<file path="config.mk">
export PLATFORM = sky130hd
export DESIGN_NAME = address_map_decoder
export DESIGN_NICKNAME = d
export VERILOG_FILES = /design/src/hdl/amd_pkg.sv /design/src/hdl/amd_match.sv /design/src/hdl/amd_select.sv /design/src/hdl/amd_resolve.sv /design/src/hdl/address_map_decoder.sv
export SDC_FILE = /design/constraint.sdc
export NUM_CORES = 1
export LEC_CHECK = 0
export ABC_CLOCK_PERIOD_IN_PS = 3400
export BUFFER_PORTS_ARGS = -buffer_cell sky130_fd_sc_hd__buf_4
export CORE_ASPECT_RATIO = 0.6
export CORE_MARGIN = 4
export CORE_UTILIZATION = 40
export CTS_BUF_LIST = sky130_fd_sc_hd__clkbuf_16
export DETAILED_ROUTE_END_ITERATION = 10
export MAX_ROUTING_LAYER = met4
export PLACE_DENSITY = 0.57
export SLEW_MARGIN = 20
export SYNTH_ARGS = -nofsm -noshare
export SYNTH_HDL_FRONTEND = slang
export SYNTH_SLANG_ARGS = --single-unit
</file>
<file path="constraint.sdc">
create_clock -name clk -period 3.4 [get_ports clk]
set_input_delay 0.17 -clock clk [delete_from_list [all_inputs] [get_ports clk]]
set_output_delay 0.17 -clock clk [all_outputs]
set_load 0.005 [all_outputs]
</file>
<file path="src/hdl/amd_pkg.sv">
// Shared types, address map table and target codes for the address map decoder.
package amd_pkg;

    localparam int unsigned ADDR_W     = 32;
    localparam int unsigned OFFSET_W   = 26;
    localparam int unsigned MAP_N      = 12;
    localparam int unsigned BOOT_OFF_W = 12;

    localparam logic [OFFSET_W-1:0] SRAM_HALF    = 26'h001_0000;
    localparam logic [15:0]         OVERLAY_PAGE = 16'hFFFF;

    // configuration register indexes
    localparam logic CFG_BOOT_ROM_OVERLAY = 1'b0;
    localparam logic CFG_SRAM_SWAP        = 1'b1;

    typedef enum logic [2:0] {
        TGT_MEM1 = 3'd0,
        TGT_MEM2 = 3'd1,
        TGT_SRAM = 3'd2,
        TGT_BOOT = 3'd3,
        TGT_REGS = 3'd4,
        TGT_NONE = 3'd5
    } target_t;

    typedef enum logic [2:0] {
        KIND_M1 = 3'd0,
        KIND_M2 = 3'd1,
        KIND_SA = 3'd2,
        KIND_SB = 3'd3,
        KIND_RG = 3'd4
    } kind_t;

    typedef struct packed {
        logic [ADDR_W-1:0] lo;
        logic [ADDR_W-1:0] hi;
        kind_t             kind;
    } map_range_t;

    // scanned in order; a later hit overrides an earlier one
    localparam map_range_t ADDR_MAP [MAP_N] = '{
        '{32'h8000_0000, 32'h817F_FFFF, KIND_M1},
        '{32'hC000_0000, 32'hC17F_FFFF, KIND_M1},
        '{32'hD000_0000, 32'hD3FF_FFFF, KIND_M2},
        '{32'hD000_0000, 32'hD3FF_FFFF, KIND_M2},
        '{32'hFFFE_0000, 32'hFFFE_FFFF, KIND_SA},
        '{32'hFFFF_0000, 32'hFFFF_FFFF, KIND_SB},
        '{32'hFFF0_0000, 32'hFFF0_FFFF, KIND_SA},
        '{32'hFFF1_0000, 32'hFFF1_FFFF, KIND_SB},
        '{32'h0D40_0000, 32'h0D40_FFFF, KIND_SA},
        '{32'h0D41_0000, 32'h0D41_FFFF, KIND_SB},
        '{32'h0D00_0000, 32'h0D00_FFFF, KIND_RG},
        '{32'h0D80_0000, 32'h0D80_FFFF, KIND_RG}
    };

    // stage 1 -> stage 2
    typedef struct packed {
        logic [ADDR_W-1:0] addr;
        logic [MAP_N-1:0]  hits;
    } match_t;

    // stage 2 -> stage 3
    typedef struct packed {
        logic                  hit;
        kind_t                 kind;
        logic [OFFSET_W-1:0]   rel;
        logic                  in_overlay;
        logic [BOOT_OFF_W-1:0] boot_off;
    } select_t;

endpackage

</file>
<file path="src/hdl/amd_match.sv">
// Stage 1: compares the address against every range of the map.
module amd_match (
    input  logic            clk,
    input  logic            rst_n,
    input  logic            in_valid,
    output logic            in_stall,
    input  logic [31:0]     address,
    output logic            m_valid,
    input  logic            m_stall,
    output amd_pkg::match_t m_data
);
    import amd_pkg::*;

    logic             valid_reg;
    logic             valid_next;
    match_t           data_reg;
    logic [MAP_N-1:0] hits;

    always_comb
    begin
        for (int i = 0; i < MAP_N; i++)
        begin
            hits[i] = (address >= ADDR_MAP[i].lo) && (address <= ADDR_MAP[i].hi);
        end
    end

    assign in_stall   = valid_reg & m_stall;
    assign valid_next = in_stall ? valid_reg : in_valid;

    always_ff @(posedge clk or negedge rst_n)
    begin
        if (!rst_n)
        begin
            valid_reg <= 1'b0;
        end
        else
        begin
            valid_reg <= valid_next;
        end
    end

    always_ff @(posedge clk)
    begin
        if (in_valid && !in_stall)
        begin
            data_reg.addr <= address;
            data_reg.hits <= hits;
        end
    end

    assign m_valid = valid_reg;
    assign m_data  = data_reg;

endmodule

</file>
<file path="src/hdl/amd_select.sv">
// Stage 2: picks the last matching range and forms the range-relative offset.
module amd_select (
    input  logic             clk,
    input  logic             rst_n,
    input  logic             m_valid,
    output logic             m_stall,
    input  amd_pkg::match_t  m_data,
    output logic             s_valid,
    input  logic             s_stall,
    output amd_pkg::select_t s_data
);
    import amd_pkg::*;

    logic        valid_reg;
    logic        valid_next;
    select_t     data_reg;
    select_t     data_next;
    logic [31:0] lo;
    logic [31:0] rel_full;

    always_comb
    begin
        data_next.hit  = 1'b0;
        data_next.kind = KIND_M1;
        lo             = '0;
        for (int i = 0; i < MAP_N; i++)
        begin
            if (m_data.hits[i])
            begin
                data_next.hit  = 1'b1;
                data_next.kind = ADDR_MAP[i].kind;
                lo             = ADDR_MAP[i].lo;
            end
        end
        rel_full             = m_data.addr - lo;
        data_next.rel        = rel_full[OFFSET_W-1:0];
        data_next.in_overlay = (m_data.addr[31:16] == OVERLAY_PAGE);
        data_next.boot_off   = m_data.addr[BOOT_OFF_W-1:0];
    end

    assign m_stall    = valid_reg & s_stall;
    assign valid_next = m_stall ? valid_reg : m_valid;

    always_ff @(posedge clk or negedge rst_n)
    begin
        if (!rst_n)
        begin
            valid_reg <= 1'b0;
        end
        else
        begin
            valid_reg <= valid_next;
        end
    end

    always_ff @(posedge clk)
    begin
        if (m_valid && !m_stall)
        begin
            data_reg <= data_next;
        end
    end

    assign s_valid = valid_reg;
    assign s_data  = data_reg;

endmodule

</file>
<file path="src/hdl/amd_resolve.sv">
// Stage 3: applies swap and overlay, forms target and offset; holds the output register.
module amd_resolve (
    input  logic                    clk,
    input  logic                    rst_n,
    input  logic                    s_valid,
    output logic                    s_stall,
    input  amd_pkg::select_t        s_data,
    input  logic                    boot_rom_overlay,
    input  logic                    sram_swap,
    output logic                    out_valid,
    input  logic                    out_stall,
    output amd_pkg::target_t        target,
    output logic [amd_pkg::OFFSET_W-1:0] offset
);
    import amd_pkg::*;

    logic                valid_reg;
    logic                valid_next;
    target_t             target_reg;
    target_t             target_next;
    logic [OFFSET_W-1:0] offset_reg;
    logic [OFFSET_W-1:0] offset_next;
    logic                is_a;

    always_comb
    begin
        is_a        = (s_data.kind == KIND_SA);
        target_next = TGT_NONE;
        offset_next = '0;
        if (s_data.hit)
        begin
            case (s_data.kind)
                KIND_M1:
                begin
                    target_next = TGT_MEM1;
                    offset_next = s_data.rel;
                end
                KIND_M2:
                begin
                    target_next = TGT_MEM2;
                    offset_next = s_data.rel;
                end
                KIND_SA, KIND_SB:
                begin
                    if (sram_swap)
                    begin
                        target_next = TGT_SRAM;
                        offset_next = is_a ? (SRAM_HALF + s_data.rel) : s_data.rel;
                    end
                    else if (!is_a && boot_rom_overlay && s_data.in_overlay)
                    begin
                        target_next = TGT_BOOT;
                        offset_next = {{(OFFSET_W-BOOT_OFF_W){1'b0}}, s_data.boot_off};
                    end
                    else
                    begin
                        target_next = TGT_SRAM;
                        offset_next = is_a ? s_data.rel : (SRAM_HALF + s_data.rel);
                    end
                end
                KIND_RG:
                begin
                    target_next = TGT_REGS;
                    offset_next = {2'b00, s_data.rel[OFFSET_W-1:2]};
                end
                default:
                begin
                    target_next = TGT_NONE;
                    offset_next = '0;
                end
            endcase
        end
    end

    assign s_stall    = valid_reg & out_stall;
    assign valid_next = s_stall ? valid_reg : s_valid;

    always_ff @(posedge clk or negedge rst_n)
    begin
        if (!rst_n)
        begin
            valid_reg <= 1'b0;
        end
        else
        begin
            valid_reg <= valid_next;
        end
    end

    always_ff @(posedge clk)
    begin
        if (s_valid && !s_stall)
        begin
            target_reg <= target_next;
            offset_reg <= offset_next;
        end
    end

    assign out_valid = valid_reg;
    assign target    = target_reg;
    assign offset    = offset_reg;

endmodule

</file>
<file path="src/hdl/address_map_decoder.sv">
// Top level of the address map decoder: three-stage pipeline plus config registers.
//
// Usage notes
// - Input channel: address with in_valid/in_stall. An item is taken at a
//   rising edge where in_valid is high and in_stall is low.
// - Output channel: target/offset with out_valid/out_stall, same rules.
// - Config port: cfg_write/cfg_index/cfg_data. Index 0 is the boot ROM
//   overlay flag, index 1 the SRAM swap flag. Write only while idle.
// - Pipeline: an accepted item passes the stage 1, 2 and 3 registers on
//   its way to out_valid. Stage 1 does the twelve range compares, stage 2
//   the last-hit select and the subtract of the range base, stage 3 the
//   swap/overlay resolve into the output register.
// - Throughput: one item per cycle while out_stall stays low.
// - Stall: each stage holds while it is full and the stage after it stalls.
//   Empty stages keep filling, so up to three items sit in the pipe while
//   a result waits; in_stall rises only when all stages are full.
// - Reset: pipeline empties, overlay flag set, swap flag clear.
// - Unmapped addresses return target 5 with offset 0.
module address_map_decoder (
    input  logic        clk,
    input  logic        rst_n,
    input  logic        cfg_write,
    input  logic        cfg_index,
    input  logic        cfg_data,
    input  logic        in_valid,
    output logic        in_stall,
    input  logic [31:0] address,
    output logic        out_valid,
    input  logic        out_stall,
    output logic [2:0]  target,
    output logic [amd_pkg::OFFSET_W-1:0] offset
);
    import amd_pkg::*;

    logic    overlay_reg;
    logic    overlay_next;
    logic    swap_reg;
    logic    swap_next;

    logic    m_valid;
    logic    m_stall;
    match_t  m_data;
    logic    s_valid;
    logic    s_stall;
    select_t s_data;
    target_t target_w;

    // config registers; each write stores the one-bit cfg_data into the flag chosen by cfg_index
    always_comb
    begin
        overlay_next = overlay_reg;
        swap_next    = swap_reg;
        if (cfg_write)
        begin
            case (cfg_index)
                CFG_BOOT_ROM_OVERLAY: overlay_next = cfg_data;
                CFG_SRAM_SWAP:        swap_next    = cfg_data;
                default:
                begin
                    overlay_next = overlay_reg;
                    swap_next    = swap_reg;
                end
            endcase
        end
    end

    always_ff @(posedge clk or negedge rst_n)
    begin
        if (!rst_n)
        begin
            overlay_reg <= 1'b1;
            swap_reg    <= 1'b0;
        end
        else
        begin
            overlay_reg <= overlay_next;
            swap_reg    <= swap_next;
        end
    end

    // stage 1: range compares
    amd_match u_match (
        .clk      (clk),
        .rst_n    (rst_n),
        .in_valid (in_valid),
        .in_stall (in_stall),
        .address  (address),
        .m_valid  (m_valid),
        .m_stall  (m_stall),
        .m_data   (m_data)
    );

    // stage 2: last-hit select, base subtract
    amd_select u_select (
        .clk     (clk),
        .rst_n   (rst_n),
        .m_valid (m_valid),
        .m_stall (m_stall),
        .m_data  (m_data),
        .s_valid (s_valid),
        .s_stall (s_stall),
        .s_data  (s_data)
    );

    // stage 3: swap/overlay resolve, output register
    amd_resolve u_resolve (
        .clk              (clk),
        .rst_n            (rst_n),
        .s_valid          (s_valid),
        .s_stall          (s_stall),
        .s_data           (s_data),
        .boot_rom_overlay (overlay_reg),
        .sram_swap        (swap_reg),
        .out_valid        (out_valid),
        .out_stall        (out_stall),
        .target           (target_w),
        .offset           (offset)
    );

    assign target = target_w;

endmodule

</file>
==> flow_metrics.tcl, run 1 <==
set metrics [dict create \
    status "complete, no violations" \
    stdcell_area_um2 6170 \
    grt_pass1_vias 3392 \
    hold_viol_final 0 \
    rows 31 \
    postCtsResizedCells 0 \
    hpwl_mm 7.78 \
    critPathTopFamily "simple AND/OR/NAND/NOR gates" \
    crit_chain "nor2_1 -> inv_1 -> nor3_1 -> nand3b_1 -> fa_1 -> a21o_1 -> nand2_1 -> a21oi_1 -> o41ai_1 -> xnor2_1" \
    htreeDepth 3 \
    grtUsageMet3_pct 4.08 \
    area_growth_pct 23.7 \
    clk_path_buf_depth 2 \
    worstPathRequired_ps 3490 \
    root_buffer "clkbuf_16" \
    p_sw_mw 0.879 \
    power.internal_mw 2.39 \
    die_w_um 152 \
    crit_fanout 4 \
    wl_per_cell_um 16.7 \
    grt.busiest_layer "met1" \
    power_density_nw_per_um2 530 \
    vias_per_cell 5.44 \
    start_util_pct 41.1 \
    io_pins 70 \
    worst_pin_slew_ps 1010 \
    numCtsBuffers 9 \
    path_buf_inv 1 \
    fmax_mhz 372 \
    utilization_pct 50.8 \
    final_nets 529 \
    final_layout_size_suffix_gt1_share_pct 21.5 \
    finalMaxSlewViolations 0 \
    fin_setup_tns_ps 0 \
    period_needed_ps 2690 \
    use_met2_pct 22.3 \
    yosysSeqAreaShare_pct 64.6 \
    crit_type "reg2reg" \
    synth-edff-count 103 \
    clock_sinks 108 \
    p_sw_share_pct 26.9 \
    clock_skew_ps 9.72 \
    cp_slowest_cell "fa_1" \
    synth_top_area_share_pct 62.0 \
    insertion_delay_ps 350 \
    synthTopCellsByArea "edfxtp_1 62%, ha_1 2.5%, nor2_1 2.3%" \
    drc 0 \
    vias 3529 \
    core_um2 12100 \
    ys_types 58 \
    synth_cells 392 \
    p_leak_nw 2.27 \
    startpoint_type "flop" \
    relSlewSlack_pct 32.6 \
    grtUsageTotal_pct 16.0 \
    path_clk_slew_ps 80 \
    synthArstFlopShare_pct 4.63 \
    cts_tree "built" \
    drtIter0Drc 247 \
    comb_power_share_pct 15.5 \
    portBuffers 69 \
    dieArea_um2 14400 \
    rsz0062_at_grt "false" \
    max_stage_delay_ps 500 \
    met1_usage_pct 22.9 \
    syn_avg_cell_area_um2 12.7 \
    end_kind "flop" \
    grt_pass1_wl_mm 17.5 \
    overflow 0 \
    syn_nets 442 \
    ir_worst_vdd_v 0.000260 \
    ant_nets 0 \
    synth_area_leader_cell "edfxtp_1" \
    wl_mm 10.8 \
    hold_ws_ps 16.2 \
    post-route-period-util_pct 79.1 \
    syn_area_um2 4990 \
    cp_num_cells 10 \
    synth-seq-cells 108 \
    num_antenna_cells 0 \
    synthFlopType "edfxtp_1" \
    final_cell_mix "103 x edfxtp_1, 74 x buf_4, 31 x nor2_1, 27 x nand2_1, 21 x a21oi_1" \
    die_h_um 94.5 \
    ys_warn_count 0 \
    min_path_cells 2 \
    post_cts_buffers 0 \
    setup_viol 0 \
    gp_congestion 0.862 \
    clkPwrFrac_pct 31.6 \
    grt_antenna_before_repair 0 \
    final_common_cell "edfxtp_1" \
    cap_violations 0 \
    rr_worst_depth 10 \
    grt_max_degree 44 \
    crit_arrival_ps 2780 \
    first_pass_iters 5 \
    instances_no_fill 649 \
    placed_cells 615 \
    largest_reg_flops 43 \
    hold_path.class "in2reg" \
    dpl-instance-area_um2 5680 \
    seq_power_share_pct 52.9 \
]
[cell type report]
type,count,area [µm²]
flip-flops and latches,108,3220
repair buffers,92,736
multi-input cells,256,1660
clock buffers,9,225
well taps,165,206
clock inverters,7,80.1
inverters,12,45.0
fillers,1071,5970
[final timing paths]
kind	startpoint	endpoint	slack, ps
max in group asynchronous	rst_n	overlay_reg$_DFFE_PN1P_	3040
hold reg to reg	u_match.m_data[18]$_DFFE_PP_	u_select.s_data[6]$_DFFE_PP_	420
hold / removal	in_valid	u_match.m_valid$_DFFE_PN0N_	20
min in group asynchronous	rst_n	u_select.s_valid$_DFFE_PN0N_	160
setup / recovery	u_match.m_data[10]$_DFFE_PP_	u_select.s_data[37]$_DFFE_PP_	710
setup reg to reg	u_match.m_data[10]$_DFFE_PP_	u_select.s_data[37]$_DFFE_PP_	710
[cells by family after synthesis]
group                    synth area share [%]
AND/OR/NAND/NOR                          14.5
flip-flops                               64.6
AO/OA/AOI/OAI                            12.8
buffers and inverters                    2.28
XOR/XNOR                                 2.11
adder cells (fa/ha/maj)                  2.91
multiplexers                            0.903
[power groups by stage]
stage | registers [mW] | clock network (mW) | logic (mW)
finish | 1.73 | 1.03 | 0.507
global route | 1.75 | 1.12 | 0.566
CTS | 1.73 | 1.07 | 0.507
detailed placement | 1.76 | 0 | 0.488
global placement | 1.76 | 0 | 0.481
floorplan | 1.71 | 0 | 0.318
[metrics by stage]
step | total power [mW] | setup WS (ps)
floorplan | 2.03 | 352
global placement | 2.24 | 823
detailed placement | 2.25 | 731
CTS | 3.30 | 711
global route | 3.44 | 462
finish | 3.27 | 710
[cells in the mapped netlist (5+ instances only)]
library cell,n
nand2_1,27
edfxtp_1,103
and2_1,5
nand3_1,15
nand4_1,11
nor2b_1,8
nand2b_1,7
nor3_1,10
o21ai_0,14
a22oi_1,5
inv_1,11
nor4_1,5
nor2_1,31
clkbuf_1,14
a21oi_1,21
xnor2_1,8
a22o_1,13
a21o_1,5
ha_1,10
[layer usage]
layer	vias up	routed length, µm	part of all wire (%)
met3	13	656	6.0
met1	1713	5420	50
met2	107	4610	42
met4	0	163	1.5
li1	1696	-	-
met5	-	0	0
[worst reg2reg max path, cell delays in order (launching register included)]
cell and delay [ps]:
edfxtp_1 380, nor2_1 150, inv_1 90, nor3_1 250, nand3b_1 280, fa_1 500, a21o_1 210, nand2_1 60
a21oi_1 80, o41ai_1 310, xnor2_1 120
[timing repair]
item                                    CTS  global route
endpoints found under the hold margin    22             0
endpoints found under the setup margin    0             0
hold buffers                             18             0
Note: power is estimated with default switching activity, not from simulation.
==> run 2: changes to the inputs <==
--- a/config.mk
+++ b/config.mk
@@ -5,7 +5,7 @@
 export SDC_FILE = /design/constraint.sdc
 export NUM_CORES = 1
 export LEC_CHECK = 0
-export ABC_CLOCK_PERIOD_IN_PS = 3400
+export ABC_CLOCK_PERIOD_IN_PS = 2630
 export BUFFER_PORTS_ARGS = -buffer_cell sky130_fd_sc_hd__buf_4
 export CORE_ASPECT_RATIO = 0.6
 export CORE_MARGIN = 4
==> constraint.sdc (replaced) <==
create_clock -name clk -period 2.63 [get_ports clk]
set_input_delay 0.1315 -clock clk [delete_from_list [all_inputs] [get_ports clk]]
set_output_delay 0.1315 -clock clk [all_outputs]
set_load 0.005 [all_outputs]
==> run 2 against run 1 <==
  * Sequential power increased by 28%
  * Cell count increased by 4.0%
  * Wire length is 1.6% higher
  * First-iteration DRC count rose by 15%
  * Via count is 1.7% higher
  * Clock skew down 0.88 ps
  * Die area did not move
  * Critical endpoint is now u_select.s_data[38]$_DFFE_PP_
==> flow_metrics.tcl, run 2 (same netlist as run 1, synthesis figures left out) <==
set metrics [dict create \
    status "complete, no violations" \
    fin_setup_tns_ps 0 \
    crit_chain "nor2_2 -> inv_1 -> nor3_4 -> nand3b_1 -> ha_1 -> nor2b_1 -> o31a_1 -> o21ai_2 -> o21ai_0 -> xnor2_1" \
    p_sw_share_pct 27.0 \
    grtUsageTotal_pct 16.3 \
    wl_per_cell_um 16.3 \
    root_buffer "clkbuf_16" \
    finalWorstSetupSlack_ps 138 \
    grt_pass1_vias 3423 \
    path_buf_inv 1 \
    end_kind "flop" \
    hold_ws_ps 15.7 \
    gp_congestion 0.888 \
    relSlewSlack_pct 63.6 \
    final_layout_size_suffix_gt1_share_pct 23.7 \
    final_nets 555 \
    hold_path.class "in2reg" \
    area_growth_pct 29.3 \
    ant_nets 0 \
    cp_num_cells 10 \
    drc 0 \
    final_common_cell "edfxtp_1" \
    p_sw_mw 1.16 \
    r2r_start "u_match.m_data[11]$_DFFE_PP_" \
    clock_skew_ps 8.84 \
    clk_path_buf_depth 2 \
    start_util_pct 41.1 \
    comb_power_share_pct 16.8 \
    crit_fanout 4 \
    grt_pass1_wl_mm 17.8 \
    overflow 0 \
    grt_max_degree 32 \
    path_clk_slew_ps 80 \
    rsz0062_at_grt "false" \
    utilization_pct 53.1 \
    die_w_um 152 \
    clkPwrFrac_pct 31.7 \
    insertion_delay_ps 350 \
    instances_no_fill 675 \
    dieArea_um2 14400 \
    die_h_um 94.5 \
    io_pins 70 \
    core_um2 12100 \
    cap_violations 0 \
    rows 31 \
    wl_mm 11.0 \
    worstPathRequired_ps 2730 \
    final_cell_mix "103 x edfxtp_1, 85 x buf_4, 32 x dlygate4sd3_1, 30 x nor2_1, 27 x nand2_1" \
    dp_slack_ps -26.7 \
    first_pass_iters 5 \
    cp_slowest_cell "edfxtp_1" \
    hold_viol_final 0 \
    setup_viol 0 \
    largest_reg_flops 43 \
    critical_path.startpoint "u_match.m_data[11]$_DFFE_PP_" \
    num_antenna_cells 0 \
    finalMaxSlewViolations 0 \
    r2r_setup_slack_ps 140 \
    endpoint "u_select.s_data[38]$_DFFE_PP_" \
    worstReg2RegEnd "u_select.s_data[38]$_DFFE_PP_" \
    hpwl_mm 7.96 \
    power_density_nw_per_um2 668 \
    max_stage_delay_ps 410 \
    drtIter0Drc 284 \
    htreeDepth 3 \
    rr_worst_depth 10 \
    critPathTopFamily "simple AND/OR/NAND/NOR gates" \
    post-route-period-util_pct 94.7 \
    cts_tree "built" \
    worst_pin_slew_ps 533 \
    portBuffers 69 \
    vias 3588 \
    period_needed_ps 2490 \
    fmax_mhz 401 \
    p_leak_nw 2.40 \
    numCtsBuffers 9 \
    grt_antenna_before_repair 0 \
    ir_worst_vdd_v 0.000384 \
    startpoint_type "flop" \
    crit_arrival_ps 2590 \
    power.internal_mw 3.14 \
    vias_per_cell 5.32 \
    seq_power_share_pct 51.4 \
    placed_cells 626 \
    clock_sinks 108 \
    crit_type "reg2reg" \
]
-- run 2: worst register-to-register path: stages (launching register included) --
cell and delay (ps):
edfxtp_1 410, nor2_2 150, inv_1 90, nor3_4 140
nand3b_1 230, ha_1 350, nor2b_1 140, o31a_1 280
o21ai_2 160, o21ai_0 130, xnor2_1 150
-- run 2: how the worst min path moves through the flow --
stage,slack [ps],end,from,cells after the start
global route,4,u_match.m_data[29]$_DFFE_PP_,address[17],1
CTS,3,u_match.m_data[29]$_DFFE_PP_,address[17],1
global placement,-60,u_match.m_valid$_DFFE_PN0N_,rst_n,1
detailed placement,-60,u_match.m_valid$_DFFE_PN0N_,rst_n,1
floorplan,-160,swap_reg$_DFFE_PN0P_,rst_n,0
finish,20,u_match.m_data[29]$_DFFE_PP_,address[17],1
-- run 2: layout make-up --
class                      instances  area, µm²
sequential                       108       3220
clock buffer                       9        225
fill                            1034       5690
timing repair buffer             118        978
multi-input combinational        256       1690
tap                              165        206
clock inverter                     7       86.3
inverter                          12       45.0
-- run 2: per-layer routing --
layer	wire length, µm	up-vias	GRT usage, %
li1	-	1739	-
met2	4770	135	23.4
met1	5400	1700	23.1
met5	0	-	-
met4	172	0	4.34
met3	676	14	4.17
-- run 2: through the flow --
step                power [mW]  instance area [µm²]
finish                    4.31                 6450
global route              4.53                 6450
CTS                       4.34                 6420
detailed placement        2.93                 5780
global placement          2.92                 5780
floorplan                 2.62                 4990
-- run 2: power groups by stage --
stage	Clock, mW	Sequential [mW]	Combinational, mW
floorplan	0	2.21	0.412
global placement	0	2.25	0.664
detailed placement	0	2.25	0.678
CTS	1.41	2.22	0.719
global route	1.48	2.24	0.804
finish	1.37	2.22	0.725
-- run 2: timing repair --
item | in CTS | in global routing
pin swaps | 1 | 3
resized for setup | 1 | 5
hold buffers | 32 | 0
endpoints found under the setup margin | 2 | 3
endpoints found under the hold margin | 36 | 0
buffers inserted | 0 | 1
